**config.mk**
```make
export PLATFORM = sky130hd
export DESIGN_NAME = packet_framer_fletcher8
export DESIGN_NICKNAME = d
export VERILOG_FILES = /design/src/pkf_pkg.sv /design/src/pkf_front.sv /design/src/pkf_cmd_fifo.sv /design/src/pkf_back.sv /design/src/packet_framer_fletcher8.sv
export VERILOG_INCLUDE_DIRS = /design/src /design/src/src
export SDC_FILE = /design/constraint.sdc
export NUM_CORES = 1
export LEC_CHECK = 0
export BUFFER_PORTS_ARGS = -buffer_cell sky130_fd_sc_hd__buf_4
export CORE_ASPECT_RATIO = 0.6
export CORE_UTILIZATION = 36
export DETAILED_ROUTE_END_ITERATION = 8
export GPL_ROUTABILITY_DRIVEN = 0
export SYNTH_ARGS = -nofsm -noshare
export SYNTH_HDL_FRONTEND = slang
export SYNTH_SLANG_ARGS = --single-unit
```
**constraint.sdc**
```tcl
create_clock -name clk -period 3.1 [get_ports clk]
set_clock_uncertainty 0.2 [all_clocks]
set_input_delay 0.465 -clock clk [delete_from_list [all_inputs] [get_ports clk]]
set_output_delay 0.465 -clock clk [all_outputs]
set_load 0.05 [all_outputs]
```
**src/packet_framer_fletcher8_assert.svh**
```systemverilog
// Assertion macros for the packet framer.
// Used by files that check internal behavior; expects clk and arst_n in scope.
`ifndef PACKET_FRAMER_FLETCHER8_ASSERT_SVH
`define PACKET_FRAMER_FLETCHER8_ASSERT_SVH

// Checks that the consequent holds in the same cycle as the antecedent.
`define PKF_ASSERT_SAME(label, ante, cons, msg) \
	label: assert property (@(posedge clk) disable iff (!arst_n) (ante) |-> (cons)) \
		else $error(msg);

// Checks that the consequent holds in the cycle after the antecedent.
`define PKF_ASSERT_NEXT(label, ante, cons, msg) \
	label: assert property (@(posedge clk) disable iff (!arst_n) (ante) |=> (cons)) \
		else $error(msg);

`endif

```
**src/pkf_pkg.sv**
```systemverilog
// Shared types and constants for the packet framer.
// Used by the front end, the command queue, the back end and the top level.
`default_nettype none

package pkf_pkg;

	localparam int unsigned BYTE_W      = 8;
	localparam int unsigned LEN_W       = 16;
	localparam int unsigned MAX_PAYLOAD = 128;
	localparam int unsigned CFG_IDX_W   = 1;
	localparam int unsigned CMDQ_DEPTH  = 4;
	localparam int unsigned CMDQ_AW     = 2;

	localparam logic KIND_HDR  = 1'b0;
	localparam logic KIND_DATA = 1'b1;

	localparam logic [CFG_IDX_W-1:0] REG_SYNC_FIRST  = 1'd0;
	localparam logic [CFG_IDX_W-1:0] REG_SYNC_SECOND = 1'd1;

	typedef struct packed {
		logic              is_hdr;
		logic [BYTE_W-1:0] class_byte;
		logic [BYTE_W-1:0] msg_id;
		logic [BYTE_W-1:0] len_lo;
		logic [BYTE_W-1:0] len_hi;
		logic [BYTE_W-1:0] data;
		logic              close;
		logic [BYTE_W-1:0] ck_a;
		logic [BYTE_W-1:0] ck_b;
	} cmd_t;

endpackage

`default_nettype wire

```
**src/pkf_front.sv**
```systemverilog
// Front end of the packet framer: accepts input items, tracks the open packet
// and the running Fletcher sums, and issues one command per frame-producing item.
// Depends on pkf_pkg.
`default_nettype none

module pkf_front (
	input  wire                         clk,
	input  wire                         arst_n,
	input  wire                         push,
	input  wire                         kind,
	input  wire [pkf_pkg::BYTE_W-1:0]   class_byte,
	input  wire [pkf_pkg::BYTE_W-1:0]   msg_id,
	input  wire [pkf_pkg::LEN_W-1:0]    payload_length,
	input  wire [pkf_pkg::BYTE_W-1:0]   data_byte,
	input  wire                         cmd_full,
	output logic                        cmd_push,
	output pkf_pkg::cmd_t               cmd
);
	import pkf_pkg::*;

	logic [BYTE_W-1:0] bytes_left_q;
	logic [BYTE_W-1:0] sum_a_q;
	logic [BYTE_W-1:0] sum_b_q;

	logic              accept;
	logic [LEN_W-1:0]  len_sat;
	logic [BYTE_W-1:0] len_lo;
	logic [BYTE_W-1:0] len_hi;
	logic [BYTE_W-1:0] ha1, ha2, ha3, ha4;
	logic [BYTE_W-1:0] hb2, hb3, hb4;
	logic [BYTE_W-1:0] pa, pb;

	assign accept = push && !cmd_full;

	assign len_sat = (payload_length > LEN_W'(MAX_PAYLOAD)) ? LEN_W'(MAX_PAYLOAD) : payload_length;
	assign len_lo  = len_sat[BYTE_W-1:0];
	assign len_hi  = len_sat[LEN_W-1:BYTE_W];

	assign ha1 = class_byte;
	assign ha2 = ha1 + msg_id;
	assign hb2 = ha1 + ha2;
	assign ha3 = ha2 + len_lo;
	assign hb3 = hb2 + ha3;
	assign ha4 = ha3 + len_hi;
	assign hb4 = hb3 + ha4;

	assign pa = sum_a_q + data_byte;
	assign pb = sum_b_q + pa;

	always_comb begin
		cmd.is_hdr     = (kind == KIND_HDR);
		cmd.class_byte = class_byte;
		cmd.msg_id     = msg_id;
		cmd.len_lo     = len_lo;
		cmd.len_hi     = len_hi;
		cmd.data       = data_byte;
		if (kind == KIND_HDR) begin
			cmd.close = (len_lo == '0);
			cmd.ck_a  = ha4;
			cmd.ck_b  = hb4;
		end else begin
			cmd.close = (bytes_left_q == BYTE_W'(1));
			cmd.ck_a  = pa;
			cmd.ck_b  = pb;
		end
	end

	assign cmd_push = accept && ((kind == KIND_HDR) || (bytes_left_q != '0));

	always_ff @(posedge clk or negedge arst_n) begin
		if (!arst_n) begin
			bytes_left_q <= '0;
			sum_a_q      <= '0;
			sum_b_q      <= '0;
		end else if (cmd_push) begin
			sum_a_q <= cmd.ck_a;
			sum_b_q <= cmd.ck_b;
			if (kind == KIND_HDR) begin
				bytes_left_q <= len_lo;
			end else begin
				bytes_left_q <= bytes_left_q - BYTE_W'(1);
			end
		end
	end

endmodule

`default_nettype wire

```
**src/pkf_cmd_fifo.sv**
```systemverilog
// Short command queue between the front end and the back end of the framer.
// Depends on pkf_pkg for the command type and queue depth.
`default_nettype none

module pkf_cmd_fifo (
	input  wire                 clk,
	input  wire                 arst_n,
	input  wire                 wr_en,
	input  wire pkf_pkg::cmd_t  wr_cmd,
	output logic                full,
	input  wire                 rd_en,
	output pkf_pkg::cmd_t       rd_cmd,
	output logic                empty
);
	import pkf_pkg::*;

	cmd_t               entry_q [CMDQ_DEPTH];
	logic [CMDQ_AW-1:0] wr_ptr_q;
	logic [CMDQ_AW-1:0] rd_ptr_q;
	logic [CMDQ_AW:0]   count_q;

	assign full   = (count_q == (CMDQ_AW+1)'(CMDQ_DEPTH));
	assign empty  = (count_q == '0);
	assign rd_cmd = entry_q[rd_ptr_q];

	always_ff @(posedge clk) begin
		if (wr_en) begin
			entry_q[wr_ptr_q] <= wr_cmd;
		end
	end

	always_ff @(posedge clk or negedge arst_n) begin
		if (!arst_n) begin
			wr_ptr_q <= '0;
			rd_ptr_q <= '0;
			count_q  <= '0;
		end else begin
			if (wr_en) begin
				wr_ptr_q <= wr_ptr_q + CMDQ_AW'(1);
			end
			if (rd_en) begin
				rd_ptr_q <= rd_ptr_q + CMDQ_AW'(1);
			end
			if (wr_en && !rd_en) begin
				count_q <= count_q + (CMDQ_AW+1)'(1);
			end else if (rd_en && !wr_en) begin
				count_q <= count_q - (CMDQ_AW+1)'(1);
			end
		end
	end

endmodule

`default_nettype wire

```
**src/pkf_back.sv**
```systemverilog
// Back end of the framer: expands each queued command into output bytes, one per
// cycle while pop keeps up, into a registered output stage. Depends on pkf_pkg.
`default_nettype none

module pkf_back (
	input  wire                        clk,
	input  wire                        arst_n,
	input  wire [pkf_pkg::BYTE_W-1:0]  sync_first,
	input  wire [pkf_pkg::BYTE_W-1:0]  sync_second,
	input  wire pkf_pkg::cmd_t         cmd,
	input  wire                        cmd_empty,
	output logic                       cmd_pop,
	output logic                       empty,
	input  wire                        pop,
	output logic [pkf_pkg::BYTE_W-1:0] out_byte,
	output logic                       frame_end
);
	import pkf_pkg::*;

	localparam logic [3:0] SEL_SYNC1  = 4'd0;
	localparam logic [3:0] SEL_SYNC2  = 4'd1;
	localparam logic [3:0] SEL_CLASS  = 4'd2;
	localparam logic [3:0] SEL_ID     = 4'd3;
	localparam logic [3:0] SEL_LEN_LO = 4'd4;
	localparam logic [3:0] SEL_LEN_HI = 4'd5;
	localparam logic [3:0] SEL_CK_A   = 4'd6;
	localparam logic [3:0] SEL_CK_B   = 4'd7;
	localparam logic [3:0] SEL_DATA   = 4'd8;

	localparam logic [2:0] HDR_LAST_OPEN   = 3'd5;
	localparam logic [2:0] HDR_LAST_CLOSE  = 3'd7;
	localparam logic [2:0] DATA_LAST_OPEN  = 3'd0;
	localparam logic [2:0] DATA_LAST_CLOSE = 3'd2;

	logic [2:0]        step_q;
	logic              out_valid_q;
	logic [BYTE_W-1:0] out_byte_q;
	logic              out_end_q;

	logic              advance;
	logic [2:0]        last_step;
	logic              at_last;
	logic [3:0]        sel;
	logic [BYTE_W-1:0] byte_next;

	assign advance = !cmd_empty && (!out_valid_q || pop);

	always_comb begin
		if (cmd.is_hdr) begin
			last_step = cmd.close ? HDR_LAST_CLOSE : HDR_LAST_OPEN;
			sel       = {1'b0, step_q};
		end else begin
			last_step = cmd.close ? DATA_LAST_CLOSE : DATA_LAST_OPEN;
			sel       = (step_q == '0) ? SEL_DATA : ({1'b0, step_q} + 4'd5);
		end
	end

	assign at_last = (step_q == last_step);
	assign cmd_pop = advance && at_last;

	always_comb begin
		unique case (sel)
			SEL_SYNC1:  byte_next = sync_first;
			SEL_SYNC2:  byte_next = sync_second;
			SEL_CLASS:  byte_next = cmd.class_byte;
			SEL_ID:     byte_next = cmd.msg_id;
			SEL_LEN_LO: byte_next = cmd.len_lo;
			SEL_LEN_HI: byte_next = cmd.len_hi;
			SEL_CK_A:   byte_next = cmd.ck_a;
			SEL_CK_B:   byte_next = cmd.ck_b;
			SEL_DATA:   byte_next = cmd.data;
			default:    byte_next = '0;
		endcase
	end

	always_ff @(posedge clk or negedge arst_n) begin
		if (!arst_n) begin
			step_q      <= '0;
			out_valid_q <= 1'b0;
		end else if (advance) begin
			out_valid_q <= 1'b1;
			step_q      <= at_last ? 3'd0 : step_q + 3'd1;
		end else if (pop) begin
			out_valid_q <= 1'b0;
		end
	end

	always_ff @(posedge clk) begin
		if (advance) begin
			out_byte_q <= byte_next;
			out_end_q  <= (sel == SEL_CK_B);
		end
	end

	assign empty     = !out_valid_q;
	assign out_byte  = out_byte_q;
	assign frame_end = out_end_q;

endmodule

`default_nettype wire

```
**src/packet_framer_fletcher8.sv**
```systemverilog
// Top level of the packet framer with an 8-bit Fletcher checksum.
// Holds the sync byte registers and connects pkf_front, pkf_cmd_fifo and pkf_back.
// Depends on pkf_pkg and packet_framer_fletcher8_assert.svh.
//
// A header item produces sync, sync, class, id, length low and length high, then
// CK_A and CK_B when the length is zero; a payload byte produces the byte, then
// CK_A and CK_B on the last byte of the packet. Lengths above 128 are cut to 128,
// and payload bytes with no open packet are dropped. The output sequencer sends
// one byte per cycle while pop keeps up: a payload byte gives one byte, a header
// six (eight when empty), and a frame ending adds two. The first byte of an item
// passes through the command queue and then the output register. A four-entry
// command queue takes up to three more items while a header is being sent out;
// after that full holds the input until the header has been sent.
`default_nettype none

module packet_framer_fletcher8 (
	input  wire                           clk,
	input  wire                           arst_n,
	input  wire                           push,
	output logic                          full,
	input  wire                           kind,
	input  wire [pkf_pkg::BYTE_W-1:0]     class_byte,
	input  wire [pkf_pkg::BYTE_W-1:0]     msg_id,
	input  wire [pkf_pkg::LEN_W-1:0]      payload_length,
	input  wire [pkf_pkg::BYTE_W-1:0]     data_byte,
	output logic                          empty,
	input  wire                           pop,
	output logic [pkf_pkg::BYTE_W-1:0]    out_byte,
	output logic                          frame_end,
	input  wire                           cfg_valid,
	output logic                          cfg_ready,
	input  wire [pkf_pkg::CFG_IDX_W-1:0]  cfg_index,
	input  wire [pkf_pkg::BYTE_W-1:0]     cfg_data
);
	import pkf_pkg::*;

	`include "packet_framer_fletcher8_assert.svh"

	logic [BYTE_W-1:0] sync_first_q;
	logic [BYTE_W-1:0] sync_second_q;

	cmd_t cmd_in;
	cmd_t cmd_out;
	logic cmd_push;
	logic cmd_pop;
	logic cmd_full;
	logic cmd_empty;

	assign cfg_ready = 1'b1;
	assign full      = cmd_full;

	always_ff @(posedge clk or negedge arst_n) begin
		if (!arst_n) begin
			sync_first_q  <= BYTE_W'(181);
			sync_second_q <= BYTE_W'(98);
		end else if (cfg_valid && cfg_ready) begin
			unique case (cfg_index)
				REG_SYNC_FIRST:  sync_first_q  <= cfg_data;
				REG_SYNC_SECOND: sync_second_q <= cfg_data;
				default: ;
			endcase
		end
	end

	pkf_front u_front (
		.clk            (clk),
		.arst_n         (arst_n),
		.push           (push),
		.kind           (kind),
		.class_byte     (class_byte),
		.msg_id         (msg_id),
		.payload_length (payload_length),
		.data_byte      (data_byte),
		.cmd_full       (cmd_full),
		.cmd_push       (cmd_push),
		.cmd            (cmd_in)
	);

	pkf_cmd_fifo u_cmd_fifo (
		.clk    (clk),
		.arst_n (arst_n),
		.wr_en  (cmd_push),
		.wr_cmd (cmd_in),
		.full   (cmd_full),
		.rd_en  (cmd_pop),
		.rd_cmd (cmd_out),
		.empty  (cmd_empty)
	);

	pkf_back u_back (
		.clk         (clk),
		.arst_n      (arst_n),
		.sync_first  (sync_first_q),
		.sync_second (sync_second_q),
		.cmd         (cmd_out),
		.cmd_empty   (cmd_empty),
		.cmd_pop     (cmd_pop),
		.empty       (empty),
		.pop         (pop),
		.out_byte    (out_byte),
		.frame_end   (frame_end)
	);

	`PKF_ASSERT_SAME(a_cmd_no_overflow, cmd_push, !cmd_full, "Command written into a full queue.")
	`PKF_ASSERT_SAME(a_cmd_no_underflow, cmd_pop, !cmd_empty, "Command read from an empty queue.")
	`PKF_ASSERT_NEXT(a_pop_fills_output, cmd_pop, !empty, "Command finished without an output transfer.")

endmodule

`default_nettype wire
```
; ---- Word level (Yosys, flattened, before mapping)
; Memory sizes are Yosys's and may differ from the RTL's.
; Index checks and enable logic that the tools add are counted.
[op_classes]
n_bitwise = 2
n_eq_ne = 11
order_cmp = 1
add_sub_neg = 15
reduce_logical = 22
n_mux = 16
[ops]
columns = op, count
row1 = 8-bit case mux with 9 select lines, 1
row2 = 8-bit adder, 8
row3 = 17-bit 2-to-1 mux, 1
row4 = 4-bit by 3-bit equality test with 1-bit output (second input constant), 4
row5 = 16-bit by 8-bit > comparator with 1-bit output (second input constant), 1
row6 = 16-bit 2-to-1 mux, 1
row7 = 3-bit 2-to-1 mux, 4
row8 = 4-bit by 2-bit equality test with 1-bit output (second input constant), 2
row9 = 8-bit by 1-bit equality test with 1-bit output (second input constant), 1
row10 = 8-bit logical NOT, 1
row11 = 4-bit 2-to-1 mux, 2
row12 = 8-bit 2-to-1 mux, 1
row13 = 8-bit nonzero test, 1
row14 = 8-bit by 1-bit subtractor with 8-bit output (second input constant), 1
row15 = 3-bit by 1-bit adder with 3-bit output (second input constant), 2
row16 = 1-bit logical AND, 6
row17 = 3-bit logical NOT, 2
row18 = 1-bit logical NOT, 5
row19 = 2-bit by 1-bit adder with 2-bit output (second input constant), 2
row20 = 3-bit by 3-bit adder with 4-bit output (second input constant), 1
row21 = 4-bit by 1-bit equality test with 1-bit output (second input constant), 1
row22 = 4-bit equality test (second input constant), 1
row23 = 4-bit logical NOT, 1
row24 = 1-bit 2-to-1 mux, 4
row25 = other kinds (8), 13
[totals]
inputBits = 55
out_inout_bits = 12
word_cells = 80
n_memories = 1
ram_bits = 232
reg_bits = 60
[mem_list]
columns = name, depth, word_bits, read_ports, rd_ports_with_merged_regs, wr, line
row1 = u_cmd_fifo.entry_q, 4, 58, 1, 0, 1, pkf_cmd_fifo.sv:17  ; cmd_t entry_q [CMDQ_DEPTH];

; ---- Logic depth before layout (Yosys ltp)
[depth]
ltp_word = 8
ltp_mapped = 24
ltp_nobuf = 24

; ---- Hierarchy
; Synthesis repeated with hierarchy kept, for this count alone.
[hier_totals]
hier_cells = 982
hier_area_um2 = 14597.8
[by_module_without_submodules]
columns = module, seq_area_each_um2, instances, area_per_inst_um2, cells_per_inst
row1 = pkf_cmd_fifo, 7141.8, 1, 8834.7, 338
row2 = pkf_front, 600.6, 1, 3557.2, 425
row3 = pkf_back, 370.4, 1, 1542.7, 182
row4 = packet_framer_fletcher8, 410.4, 1, 663.1, 37

; ---- Worst setup path before layout
; Ideal clock, no wire load.
[synth_timing]
kind = input to register
startpoint = input payload_length[10] (netlist bit)
endpoint = memory u_cmd_fifo.entry_q[0][7] (netlist bit), data pin
cell_stages = 23
setup_ps = 264
required_time_ps = 2636
setup_slack_ps = -3000
path_buffers = 0
arrival_time_ps = 5636
path_cell_list = or4_1 > or2_1 > a21oi_1 > and2_1 > ha_1 > inv_1 > fa_1 > nor2b_1 > a221o_1 > xor2_1 > ha_1 > inv_1 > xnor2_1 > fa_1 > fa_1 > inv_1 > ha_1 > o21ai_0 > o21bai_1 > a21oi_1 > xnor3_1 > nor2_1 > nor2_1
[synth_rtl]
columns = item, line
row1 = start: declaration, packet_framer_fletcher8.sv:24  ; input wire [pkf_pkg::LEN_W-1:0] payload_length,
row2 = end: declaration, pkf_cmd_fifo.sv:17

==> run metrics <==
die width=roughly 260 um; area growth from synthesis to layout=29.3%; RSZ-0062 raised after global routing=true; Relative slew margins=0.454; Lkg Pwr=7.13 nW; initial detailed-routing violation count=~740; capture point of the critical path=u_cmd_fifo.entry_q[0][7]; via count normalized by instance count=between 5 and 6; number of nets in the finished design=between 1,000 and 1,500; Via Count=8,959; Ports=67; area of the placeable core=about 38,000 um^2; largest net degree at the start of global routing=around 60; Clock Sinks=292; launching element of the worst setup path=payload_length[13]; measured slew at the worst slew-check pin=just over 0.8 ns; share of the clock period used by the worst path=1.68; Cell Int Power=between 10 and 15 mW; number of register bits inferred by synthesis=approximately 290; Req. time, crit path=about 3.2 ns; sequential fraction of design power=0.306; crit-path max FO=4; final count of pins violating max slew=0; Sw Pwr=about 7.5 mW; overall routed net length=36,500 um; half-perimeter wire length after detailed placement=approximately 26,000 um; cell count after synthesis=roughly 950; EDFF count, synth=~240; Overflow after GRT=0; post-route worst hold slack=0.0246 ns; predominant post-synthesis flop cell=sky130_fd_sc_hd__edfxtp_1; TritonCTS clock tree=yes; placed insts=between 1,500 and 2,000; share of total power consumed by net switching=0.373; router iterations before antenna repair=5; aggregate negative setup slack=-79.88 ns; number of remaining DRC errors=0; capturing point of the worst reg2reg path=u_cmd_fifo.entry_q[0][7]; number of distinct library cells after synthesis=70; first-pass GRT wire length=55,400 um; result of the run=complete, but fails checks; global routing usage summed across all routing layers=0.186; reported max-cap violation count=0; vias in the first global route=just over 9,000; combinational share of power=0.520; post-route total power=20.1 mW; total CTS buffers=27; final hold violations=0; post-synthesis area per instance=between 10 and 15 um^2; Worst Slack Setup Final=-2.09 ns; power per cell area=1100 nW/um^2; Routed wire per std cell=20.5 um; critical path start-end classification=in -> reg; sort of element at the end of the critical path=flip-flop; slack of the worst reg-to-reg path=-0.53 ns; number of warnings reported in the yosys synthesis log=0; Initial Utilization=0.369; final setup vio count=between 60 and 70; achievable frequency=193 MHz; clk buf depth=3; post-synth design cell area=roughly 14,000 um^2; worst slack, placed=-2.78 ns; # rows=55; clock root buffer master=sky130_fd_sc_hd__clkbuf_16; worst endpoint data arrival time=~5.3 ns; overall die area=approximately 40,000 um^2; antenna violations before repair=0; violations in the final reports=setup timing; clock slew seen by the registers of the worst setup and hold paths=~0.06 ns; part of the total power dissipated in the clock network=0.174; Critical Path Source Type=primary input; layout cells sized above 1=0.369; antenna-violating nets left=0; Die Span Y=between 150 and 200 um; Peak VDD IR=~0.00057 V; clock insertion delay at the later pin of the skew report=0.57 ns; number of cells on the worst reg-to-reg path=15; proportion of register bits with asynchronous set or reset after synthesis=0.175; number of buffers added on ports=65; time the worst path needs with I/O delays and setup=5.19 ns; fin cells=1,778; worst hold path class=in -> reg; number of levels in the clock H-tree=1; worst r2r src=u_front.sum_a_q[0]; share of synthesized area occupied by flip-flops and latches=0.605
==> state kept, by name, summed over array words and instances (netlist names) <==
name                  count
sync_first_q              8
u_cmd_fifo.entry_q      232
u_cmd_fifo.rd_ptr_q       2
u_cmd_fifo.wr_ptr_q       2
u_cmd_fifo.count_q        3
u_back.out_valid_q        1
sync_second_q             8
u_back.frame_end          1
u_back.step_q             3
u_front.bytes_left_q      8
u_front.sum_a_q           8
u_back.out_byte           8
u_front.sum_b_q           8
==> metal layers <==
metal / vias up / track usage / part of all wire
li1: 4135 / - / -
met1: 4562 / 0.296 / 0.52
met2: 224 / 0.271 / 0.41
met3: 38 / 0.0257 / 0.051
met4: 0 / 0.0287 / 0.014
met5: - / 0 / 0
==> layout by cell type (no fill, tap or decap), drive strengths merged, types with 18 or more instances in the layout <==
| master | count |
|---|---|
| edfxtp | 241 |
| buf | 237 |
| inv | 79 |
| mux4 | 58 |
| ha | 51 |
| nand2 | 49 |
| a21oi | 45 |
| dfrtp | 43 |
| conb | 41 |
| nor2 | 34 |
| o21ai | 34 |
| clkbuf | 32 |
| mux2 | 30 |
| xnor2 | 25 |
| fa | 19 |
| xor2 | 19 |
| dlygate4sd3 | 18 |
| nand2b | 18 |
==> worst min-delay path by stage <==
stage                       startpoint                   endpoint  slack, ns  cells past startpoint
floorplan                       arst_n            sync_first_q[1]      -0.03                      0
global placement    u_front.sum_a_q[0]         u_front.sum_a_q[0]       0.27                      1
detailed placement  u_front.sum_a_q[0]         u_front.sum_a_q[0]       0.28                      1
CTS                      class_byte[2]  u_cmd_fifo.entry_q[1][51]      0.004                      2
global route             class_byte[2]  u_cmd_fifo.entry_q[1][51]       0.01                      2
finish                   class_byte[2]  u_cmd_fifo.entry_q[3][51]       0.02                      2
==> worst max-delay path: stages <==
cell                       delay, ns
sky130_fd_sc_hd__buf_6          0.09
sky130_fd_sc_hd__or4_4          0.52
sky130_fd_sc_hd__or2_4          0.27
sky130_fd_sc_hd__a21oi_4        0.16
sky130_fd_sc_hd__and2_4         0.18
sky130_fd_sc_hd__ha_4           0.13
sky130_fd_sc_hd__inv_2          0.03
sky130_fd_sc_hd__fa_2           0.54
sky130_fd_sc_hd__inv_2          0.05
sky130_fd_sc_hd__fa_1           0.45
sky130_fd_sc_hd__inv_2          0.08
sky130_fd_sc_hd__fa_1           0.42
sky130_fd_sc_hd__inv_2          0.07
sky130_fd_sc_hd__fa_1           0.42
sky130_fd_sc_hd__ha_4           0.19
sky130_fd_sc_hd__inv_2          0.04
sky130_fd_sc_hd__fa_2           0.22
sky130_fd_sc_hd__nor2b_4        0.05
sky130_fd_sc_hd__nor3_4         0.18
sky130_fd_sc_hd__o21bai_1       0.09
sky130_fd_sc_hd__a21oi_2        0.14
sky130_fd_sc_hd__xnor3_2        0.29
sky130_fd_sc_hd__nor2_4         0.13
sky130_fd_sc_hd__nor2_4         0.05
==> power by group through the flow <==
| stage | registers, mW | logic [mW] | clock network (mW) |
|---|---|---|---|
| after floorplan | 6.30 | 5.71 | 0 |
| after global placement | 6.18 | 9.36 | 0 |
| after detailed placement | 6.22 | 9.50 | 0 |
| after CTS | 6.15 | 10.0 | 3.55 |
| after global routing | 6.24 | 11.3 | 3.69 |
| final | 6.14 | 10.4 | 3.48 |
==> stage by stage <==
step / cell area (um^2) / util
final: 18200 / 0.477
after global routing: 18200 / 0.477
after CTS: 18000 / 0.473
after detailed placement: 16600 / 0.436
after global placement: 16600 / 0.436
after floorplan: 14400 / -
==> cells by family (layout without fill, tap and decap cells) <==
| family | Yosys count | after routing | synth area share |
|---|---|---|---|
| adders and majority gates | 70 | 70 | 0.0723 |
| buffers and inverters | 110 | 382 | 0.0303 |
| xor gates and xnor gates | 46 | 46 | 0.0306 |
| and+or+nand+nor | 178 | 178 | 0.0666 |
| AOI/OAI and AO/OA | 164 | 164 | 0.0754 |
| DFF | 292 | 292 | 0.605 |
| other | 2 | 42 | 0.000533 |
| muxes | 91 | 91 | 0.119 |
==> cell type report <==
type	instances	area (um^2)
fill	3360	19900
inverter	77	289
clock buffer	32	694
multi-input combinational	590	5750
clock inverter	18	219
antenna	1	2.50
tap	513	642
timing repair buffer	255	2080
sequential	292	8530
==> cell usage after synthesis, drive strengths merged (13+ instances only) <==
master,number,share of area
edfxtp,241,0.51
inv,77,0.021
mux4,58,0.093
ha,51,0.045
nand2,49,0.013
a21oi,45,0.016
dfrtp,43,0.076
nor2,34,0.0092
o21ai,34,0.012
mux2,30,0.024
xnor2,25,0.016
clkbuf,20,0.0053
fa,19,0.027
xor2,19,0.012
nand2b,18,0.0080
a21o,17,0.0091
nor2b,15,0.0067
buf,13,0.0044
==> timing repair <==
action / 4_1_cts / 5_1_grt
hold endpoints to repair: 92 / 0
pin swaps: 41 / 12
resized for setup: 45 / 25
endpoints found under the setup margin: 71 / 76
hold buffers: 18 / 0
setup buffers: 12 / 10
No activity file was read; power rests on OpenSTA's default activity.
